### config.mk
export PLATFORM = sky130hd
export DESIGN_NAME = mfd_div
export DESIGN_NICKNAME = d
export VERILOG_FILES = /design/src/design/mfd_pkg.sv /design/src/design/mfd_div.sv
export SDC_FILE = /design/constraint.sdc
export NUM_CORES = 1
export LEC_CHECK = 0
export ABC_AREA = 1
export BUFFER_PORTS_ARGS = -buffer_cell sky130_fd_sc_hd__buf_4
export CAP_MARGIN = 20
export CORE_UTILIZATION = 60
export CTS_CLUSTER_DIAMETER = 200
export CTS_CLUSTER_SIZE = 25
export DETAILED_ROUTE_END_ITERATION = 6
export GPL_TIMING_DRIVEN = 1
export PLACE_DENSITY_LB_ADDON = 0.3
export SYNTH_ARGS = -nofsm -noshare
export SYNTH_HDL_FRONTEND = slang
export SYNTH_SLANG_ARGS = --single-unit
export TNS_END_PERCENT = 50
### constraint.sdc
create_clock -name clk -period 7.9 [get_ports clk]
set_clock_uncertainty 0.05 [all_clocks]
set_input_delay 1.975 -clock clk [delete_from_list [all_inputs] [get_ports clk]]
set_output_delay 1.975 -clock clk [all_outputs]
set_load 0.05 [all_outputs]
### src/design/mfd_pkg.sv
// Package for the modulated feedback delay: shared constants, register
// indexes and the 24-bit saturation helper.
// No dependencies.
package mfd_pkg;

  localparam int DelayDepthDef   = 65536;
  localparam int UpdateIntDef    = 100;
  localparam int SineDepthDef    = 256;

  // Divider operand widths (dividend is up to |t| * 2^23 of the limiter)
  localparam int DivnW = 52;
  localparam int DivdW = 32;

  // Target smoothing divisor, done as a reciprocal multiplication
  localparam int SmoothDiv = 100;
  localparam int SmoothSh  = 32 + $clog2(SmoothDiv);
  localparam logic [32:0] SmoothRecip =
    33'(((64'd1 << SmoothSh) + 64'(SmoothDiv) - 64'd1) / 64'(SmoothDiv));

  localparam int CfgIdxW  = 3;
  localparam int CfgDataW = 20;

  // Register indexes
  localparam logic [CfgIdxW-1:0] RegDelay   = 3'd0;
  localparam logic [CfgIdxW-1:0] RegModDep  = 3'd1;
  localparam logic [CfgIdxW-1:0] RegLfoStep = 3'd2;
  localparam logic [CfgIdxW-1:0] RegFbGain  = 3'd3;
  localparam logic [CfgIdxW-1:0] RegTone    = 3'd4;
  localparam logic [CfgIdxW-1:0] RegLowMix  = 3'd5;
  localparam logic [CfgIdxW-1:0] RegWet     = 3'd6;
  localparam logic [CfgIdxW-1:0] RegDry     = 3'd7;

  // Limiter release factors, Q0.24
  localparam logic [23:0] RelLimit = 24'd13421773;
  localparam logic [23:0] RelSat   = 24'd16772183;

  localparam logic [31:0] OneQ23 = 32'd8388608;

  function automatic logic signed [23:0] sat24(input logic signed [47:0] v);
    logic signed [23:0] r;
    if (v > 48'sd8388607) r = 24'sh7FFFFF;
    else if (v < -48'sd8388608) r = 24'sh800000;
    else r = v[23:0];
    return r;
  endfunction

endpackage

### src/design/mfd_div.sv
// Restoring unsigned divider, one quotient bit per cycle, 32 quotient bits.
// Depends on mfd_pkg. The upper dividend bits must stay below the divisor.
module mfd_div
  import mfd_pkg::*;
(
  input  logic             clk,
  input  logic             rst,
  input  logic             start,
  input  logic [DivnW-1:0] dividend,
  input  logic [DivdW-1:0] divisor,
  output logic             done,
  output logic [DivdW-1:0] quotient
);

  logic [DivdW:0]   rem;
  logic [DivdW-1:0] low;
  logic [DivdW:0]   div_r;
  logic [5:0]       cnt;
  logic             busy;
  logic [DivdW:0]   rem_sh;
  logic             ge;

  assign rem_sh   = {rem[DivdW-1:0], low[DivdW-1]};
  assign ge       = rem_sh >= div_r;
  assign quotient = low;

  always_ff @(posedge clk) begin
    if (rst) begin
      busy <= 1'b0;
      done <= 1'b0;
      cnt  <= '0;
    end else begin
      done <= 1'b0;
      if (start) begin
        rem   <= (DivdW+1)'(dividend[DivnW-1:DivdW]);
        low   <= dividend[DivdW-1:0];
        div_r <= {1'b0, divisor};
        cnt   <= 6'd32;
        busy  <= 1'b1;
      end else if (busy) begin
        rem <= ge ? rem_sh - div_r : rem_sh;
        low <= {low[DivdW-2:0], ge};
        cnt <= cnt - 6'd1;
        if (cnt == 6'd1) begin
          busy <= 1'b0;
          done <= 1'b1;
        end
      end
    end
  end

endmodule

==> results of run 1 <==
==> worst max-delay path, stage by stage <==
cell	delay [ns]
buf_4	0.48
inv_2	0.05
buf_4	0.35
a21oi_4	0.87
buf_4	0.55
==> metal layers <==
layer | GRT usage [%] | part of all wire [%] | routed length, um | vias up
met3 | 6.40 | 8.1 | 1280 | 24
met5 | 0 | 0 | 0 | -
met4 | 8.57 | 1.9 | 302 | 0
met1 | 34.7 | 42 | 6730 | 2716
li1 | - | - | - | 3180
met2 | 47.7 | 48 | 7590 | 226
==> worst max path at each step <==
stage	slack, ns	to	from
after floorplan	1.93	quotient[0]$_DFFE_PP_	start
after global placement	3.20	rem[1]$_DFFE_PP_	start
after detailed placement	3.12	rem[1]$_DFFE_PP_	start
after CTS	3.50	rem[0]$_DFFE_PP_	start
after global routing	3.30	rem[0]$_DFFE_PP_	start
final	3.50	rem[1]$_DFFE_PP_	start
==> power by group through the flow <==
stage / clock network [mW] / registers [mW] / logic, mW
CTS: 0.441 / 0.677 / 0.500
global placement: 0 / 0.688 / 0.485
global route: 0.463 / 0.682 / 0.560
finish: 0.439 / 0.677 / 0.502
detailed placement: 0 / 0.688 / 0.496
floorplan: 0 / 0.724 / 0.333
==> flip-flops by register name, indices dropped and copies added (netlist names) <==
| register | cells |
|---|---|
| busy | 1 |
| quotient | 32 |
| rem | 32 |
| div_r | 32 |
| cnt | 6 |
| done | 1 |
==> logic make-up after synthesis <==
kind of cell / synth area share, %
simple gates: 33.4
compound gates: 4.15
xor+xnor: 2.01
buf+inv: 10.5
flops: 43.5
fa+ha+maj: 6.37
==> synthesized netlist by cell type, types with 5 or more instances <==
master / count
a21oi_1: 28
buf_2: 6
clkbuf_1: 11
dfxtp_1: 8
edfxtp_1: 96
ha_1: 34
inv_1: 158
inv_2: 7
nand2_1: 374
nand3_1: 69
nand3_2: 7
nand3b_1: 10
nand4_1: 5
nor2_1: 61
nor3_1: 6
o21ai_0: 6
o21bai_1: 9
xnor2_1: 14
==> area by class of cell <==
type	instances	area (um^2)	share of cell area [%]
clock buffers	10	229	2.77
clock inverters	6	57.6	0.696
inverters	166	623	7.54
multi-input cells	653	3230	39.1
flip-flops and latches	104	3040	36.8
well taps	143	179	2.16
repair buffers	121	908	11.0
==> results.md, run 1 <==
* Status: complete, no violations
* Worst vdd ir at roughly 0.21 mV
* Buffers on Ports at 119
* Worst Reg-to-Reg Cells at 9
* RSZ-0062 raised after global routing: false
* Boundary Pins at 120
* PwrDens at 196 mW/mm^2
* WP data arrival at 4.35 ns
* Area share of the largest cell type after synthesis at 41.2%
* Comb power frac at 31.0%
* R2R Path Start: rem[22]$_SDFFCE_PP0P_
* Final Util at 72.7%
* Area grow syn2layout at 18.3%
* WL per Instance at 13.2 um
* Initial antenna violation count at 0
* Ratio of cells with drive above 1 in the final layout at 15.8%
* Clock Power Share at between 20% and 30%
* CTS clk-pin slew, worst paths at 0.07 ns
* Asr flop ratio synth at 0%
* Hold/Removal Path Class: reg2reg
* R2R Path End: quotient[0]$_DFFE_PP_
* Root buffer cell: clkbuf_16
* Sequential power share at 41.9%
* Resized cells post-CTS at 0
* Placer Congestion at between 0.9 and 1
* Top_reg_cell synth: edfxtp_1
* Post-synth top area cell: edfxtp_1
* Hold_sp: cnt[0]$_SDFFE_PP0P_
* Ant diodes at 0
* Total wire length at 15.9 mm
* Worst setup margin at between 3 and 4 ns
* Switching Share at 34.4%
* Min Tclk post-route at roughly 4.4 ns
* Clock Sink Count at 104
* Total Routing Usage GR at 27.8%
* Vias at 6146
* Post-CTS Setup Bufs at 0
* Vias per inst at 5.11
* Nets at 1177
* Hold path cells at 2
* Crit share post-route at between 50 and 60%
* R2R setup slack at 4.76 ns
* Starting DRT DRC Count at approximately 400
* Hpwl dp at 11.7 mm
* Post-Syn Area at 0.00699 mm^2
* Post-Syn Instances at 943
* Yosys warning count at 0
* Synthesized Nets at 1065
* Slew @ Worst Pin at around 0.98 ns
* Initial DRT Pass Iterations at 5
* Die ar. at 0.0121 mm^2
* Initial core utilization at 61.5%
* Leak pwr at about 4.3 nW
* Sum Neg Setup Slack at 0 ns
* Final std cells w/o fill at 1203
* Dpl cell area at 0.00798 mm^2
* Total Power at 1.62 mW
* Worst slew margin at between 30% and 40%
* # setup viols final at 0
* Most frequent cells in the layout: nand2_1 (374), inv_1 (158), buf_4 (121)
* Fillers at 917
* Max Cap Viol at 0
* Post-synth EDFFs at 96
* CTS tree: done
* Crit path launch type: input pin
* H-tree Lvls at 3
* Post-DRT Antenna Nets at 0
* Sequential area share after synthesis at between 40% and 50%
* Largest net degree at the start of global routing at between 60 and 70
* Finished Cell Area at 0.00827 mm^2
* Final hold vios at 0
* Largest cells by area after synthesis: edfxtp_1 (41%), nand2_1 (20%), inv_1 (8.5%), ha_1 (6.1%), nand3_1 (4.9%)
* Die Wd at 110 um
* Commonest non-fill, non-tap cell in the layout: nand2_1
* Worst EP required at 7.84 ns
* Max Freq at 227 MHz
* Avg Cell Area, Syn at between 7 and 8 um^2
* Drc violations at 0
* Num CTS Buffers at 9
* Die height at approximately 110 um
* Int Pwr at 1.06 mW
* Worst hold endpoint: cnt[0]$_SDFFE_PP0P_
* Vias in the first global route at 5761
* Max Buffers Root-to-Sink at 2
* CP Capture Type: flop
* Dpl ws at 3.12 ns
* Row cnt at 39
* Total core area at 0.0114 mm^2
* P_sw at between 0.5 and 0.6 mW
* Worst Setup Path Type: in2reg
* Synth unique cells at 38
* Hold WS at 0.445 ns
* Synthesis-stage register bit count at 104
* # hold bufs at CTS at 0
* Crit-path max FO at 63
* First-pass GRT wire length at 25.8 mm
* Max Slew Vio Count at 0
* GRT overflow at 0
* Clock Latency Late Sink at 0.35 ns
* Cells after DPL at 1187
Power figures use the tool's default switching activity.
==> run 2, diff against run 1 <==
--- a/config.mk
+++ b/config.mk
@@ -5,10 +5,10 @@
 export SDC_FILE = /design/constraint.sdc
 export NUM_CORES = 1
 export LEC_CHECK = 0
-export ABC_AREA = 1
+export ABC_AREA = 0
 export BUFFER_PORTS_ARGS = -buffer_cell sky130_fd_sc_hd__buf_4
 export CAP_MARGIN = 20
-export CORE_UTILIZATION = 60
+export CORE_UTILIZATION = 56
 export CTS_CLUSTER_DIAMETER = 200
 export CTS_CLUSTER_SIZE = 25
 export DETAILED_ROUTE_END_ITERATION = 6
==> constraint.sdc (replaced) <==
create_clock -name clk -period 4.3 [get_ports clk]
set_clock_uncertainty 0.05 [all_clocks]
set_input_delay 1.075 -clock clk [delete_from_list [all_inputs] [get_ports clk]]
set_output_delay 1.075 -clock clk [all_outputs]
set_load 0.05 [all_outputs]
==> run 2 against run 1 <==
  * Final cell count is 33% lower
  * Design area fell by 12%
  * First-iteration DRC count shrank 55%
  * Largest power group unchanged
  * Synthesized cell count decreased by 42%
  * Flip-flop and latch count is the same
  * Worst setup slack lost 3.0 ns
  * Highest routed layer unchanged
  * Worst hold slack better by 0.00071 ns
  * Utilization fell by 2.5 points
  * Wire length down 13%
  * Register-to-register slack got worse by 4.3 ns
  * Die area is 6.4% lower
  * Clock power rose by 43%
==> results.md, run 2 <==
* Status: complete, no violations (unchanged)
* Worst EP required at 4.50 ns (was 7.84 ns)
* Boundary Pins at 120 (unchanged)
* CP Cell Sequence: ha_1 > and4_1 > nand3_1 > or4_1 > o311ai_1 > a2111oi_1 > o31ai_4 > buf_4 > inv_2 > or3_1 > a21oi_1 (was buf_4 > inv_2 > buf_4 > a21oi_4 > buf_4)
* Sum Neg Setup Slack at 0 ns (unchanged)
* Vias in the first global route at 4762 (was 5761)
* Synth Area in Compound Gates at 14.3% (was 4.15%)
* Final std cells w/o fill at 804 (was 1203)
* PwrDens at 372 mW/mm^2 (was 196 mW/mm^2)
* Total Routing Usage GR at 25.8% (was 27.8%)
* Post-DRT Antenna Nets at 0 (unchanged)
* Max Cap Viol at 0 (unchanged)
* Max Buffers Root-to-Sink at 2 (unchanged)
* GRT overflow at 0 (unchanged)
* Top delay family on crit path: simple AND/OR/NAND/NOR gates (was buffers and inverters)
* Initial antenna violation count at 0 (unchanged)
* Clock Sink Count at 104 (unchanged)
* Area share of the largest cell type after synthesis at 47.3% (was 41.2%)
* Final hold vios at 0 (unchanged)
* Avg Cell Area, Syn at 11.1 um^2 (was 7.41 um^2)
* Crit-path max FO at 29 (was 63)
* Worst setup margin at 0.468 ns (was 3.50 ns)
* Ant diodes at 0 (unchanged)
* Max Freq at 261 MHz
* Post-Syn Instances at 551 (was 943)
* Leak pwr at 3.04 nW (was 4.31 nW)
* Most frequent cell after synthesis: edfxtp_1 (was nand2_1)
* Asr flop ratio synth at 0% (unchanged)
* Top_reg_cell synth: edfxtp_1 (unchanged)
* Starting DRT DRC Count at 183 (was 409)
* Slew @ Worst Pin at 0.574 ns (was 0.978 ns)
* Max Slew Vio Count at 0 (unchanged)
* # hold bufs at CTS at 0 (unchanged)
* Top cells by count, synth: edfxtp_1 (96), a21oi_1 (52), mux2_2 (45) (was nand2_1 (374), inv_1 (158), edfxtp_1 (96))
* Root buffer cell: clkbuf_8 (was clkbuf_16)
* CP max stage cell: or4_1 (was a21oi_4)
* Buffers on Ports at 119 (unchanged)
* Crit path launch type: flop (was input pin)
* Hold/Removal Path Class: reg2reg (unchanged)
* Synthesized Nets at 673 (was 1065)
* Worst slew margin at 61.6% (was 34.6%)
* Sequential area share after synthesis at 49.9% (was 43.5%)
* Synth unique cells at 62 (was 38)
* Initial core utilization at 58.5% (was 61.5%)
* WL per Instance at 17.1 um (was 13.2 um)
* CTS tree: done (unchanged)
* Post-synth top area cell: edfxtp_1 (unchanged)
* Placer Congestion at 0.874 (was 0.930)
* Area grow syn2layout at 20.0% (was 18.3%)
* Ratio of cells with drive above 1 in the final layout at 28.7% (was 15.8%)
* Initial DRT Pass Iterations at 4 (was 5)
* # setup viols final at 0 (unchanged)
* Commonest non-fill, non-tap cell in the layout: buf_4 (was nand2_1)
* Largest cells by area after synthesis: edfxtp_1 (47%), mux2_2 (8.3%), ha_1 (7.0%), a21oi_1 (4.3%), dfxtp_1 (2.6%) (was edfxtp_1 (41%), nand2_1 (20%), inv_1 (8.5%), ha_1 (6.1%), nand3_1 (4.9%))
* XOR/XNOR Fraction of Synth Area at 3.74% (was 2.01%)
* Die height at 106 um (was 110 um)
* CTS clk-pin slew, worst paths at 0.11 ns (was 0.07 ns)
* Total core area at 0.0104 mm^2 (was 0.0114 mm^2)
* Vias per inst at 5.75 (was 5.11)
* Cells after DPL at 788 (was 1187)
* Num CTS Buffers at 9 (unchanged)
* Dpl ws at 0.505 ns (was 3.12 ns)
* H-tree Lvls at 3 (unchanged)
* Main combinational cell family by area after synthesis: compound AO/OA/AOI/OAI gates (was simple AND/OR/NAND/NOR gates)
* Largest net degree at the start of global routing at 53 (was 64)
* Post-CTS Setup Bufs at 0 (unchanged)
* Min Tclk post-route at roughly 3.8 ns
* RSZ-0062 raised after global routing: false (unchanged)
* Crit share post-route at between 80 and 90%
* Hpwl dp at 9.98 mm (was 11.7 mm)
* Post-Syn Area at 0.00610 mm^2 (was 0.00699 mm^2)
* Worst path bufs/invs at 2 (was 4)
* WP data arrival at 4.03 ns (was 4.35 ns)
* CP Capture Type: flop (unchanged)
* Clock Latency Late Sink at 0.40 ns (was 0.35 ns)
* Resized cells post-CTS at 0 (unchanged)
* Vias at 4622 (was 6146)
* Die ar. at 0.0113 mm^2 (was 0.0121 mm^2)
* First-pass GRT wire length at 22.5 mm (was 25.8 mm)
* Post-synthesis mux area share at 8.81% (was 0%)
* Worst Setup Path Type: reg2reg (was in2reg)
* Post-Synth Adder-Cell Area at 7.31% (was 6.37%)
* Post-synth EDFFs at 96 (unchanged)
* Post-Synth Simple-Gate Area at 11.9% (was 33.4%)
* Yosys warning count at 0 (unchanged)
* Nets at 785 (was 1177)
* Worst vdd ir at 0.329 mV (was 0.212 mV)
* CP max stage delay at 0.54 ns (was 0.87 ns)
* Most frequent cells in the layout: buf_4 (123), edfxtp_1 (96), a21oi_1 (52) (was nand2_1 (374), inv_1 (158), buf_4 (121))
* Total wire length at 13.8 mm (was 15.9 mm)
* Synthesis-stage register bit count at 104 (unchanged)
* Row cnt at 37 (was 39)
* Die Wd at 106 um (was 110 um)
* Drc violations at 0 (unchanged)
==> run 2: logic make-up (layout without fill, tap and decap cells) <==
family,count (synthesis),after routing
muxes,48,48
and+or+nand+nor,143,143
adders and majority gates,35,35
DFF,104,104
AOI/OAI and AO/OA,132,132
xor gates and xnor gates,26,26
buffers and inverters,63,180
==> run 2: worst reg2reg max path, stage by stage, from the launching register on <==
cell and delay [ns]:
edfxtp_1 0.40, ha_1 0.44, and4_1 0.40, nand3_1 0.11, or4_1 0.54, o311ai_1 0.24
a2111oi_1 0.12, o31ai_4 0.27, buf_4 0.35, inv_2 0.21, or3_1 0.42, a21oi_1 0.15
==> run 2: per-layer routing <==
layer / track usage [%] / vias to the layer above / share of wire [%] / wire length (um)
met4: 8.43 / 0 / 1.8 / 242
met3: 7.85 / 22 / 7.5 / 1040
met2: 44.4 / 157 / 49 / 6700
met5: 0 / - / 0 / 0
met1: 30.8 / 2180 / 42 / 5790
li1: - / 2263 / - / -
==> run 2: power breakdown <==
part           internal, mW  total (mW)  leakage [nW]  switching, mW
Clock                 0.253       0.626         0.104          0.373
Sequential             1.21        1.25         0.978         0.0405
Combinational         0.363       0.843          1.96          0.479
Total                  1.83        2.72          3.04          0.893
==> run 2: final timing paths <==
kind | start | to | cells past startpoint | slack, ns
min | cnt[0]$_SDFFE_PP0P_ | cnt[0]$_SDFFE_PP0P_ | 2 | 0.45
min reg2reg | cnt[0]$_SDFFE_PP0P_ | cnt[0]$_SDFFE_PP0P_ | 2 | 0.45
max | rem[26]$_SDFFCE_PP0P_ | rem[20]$_SDFFCE_PP0P_ | 11 | 0.47
max reg2reg | rem[26]$_SDFFCE_PP0P_ | rem[20]$_SDFFCE_PP0P_ | 11 | 0.47
==> run 2: final cells by class <==
class                      instances  area (um^2)
clock inverter                     6         47.5
inverter                          40          150
timing repair buffer             124          943
multi-input combinational        384         2810
tap                              136          170
clock buffer                      10          149
sequential                       104         3040
fill                             767         3100
==> run 2: through the flow <==
| stage | instance area [um^2] | total power [mW] | hold slack, ns | util, % |
|---|---|---|---|---|
| floorplan | 6100 | 1.88 | 0.404 | - |
| finish | 7320 | 2.72 | 0.446 | 70.2 |
| global placement | 7120 | 2.08 | 0.415 | 68.3 |
| CTS | 7320 | 2.73 | 0.448 | 70.2 |
| detailed placement | 7120 | 2.11 | 0.432 | 68.3 |
| global route | 7320 | 2.85 | 0.491 | 70.2 |
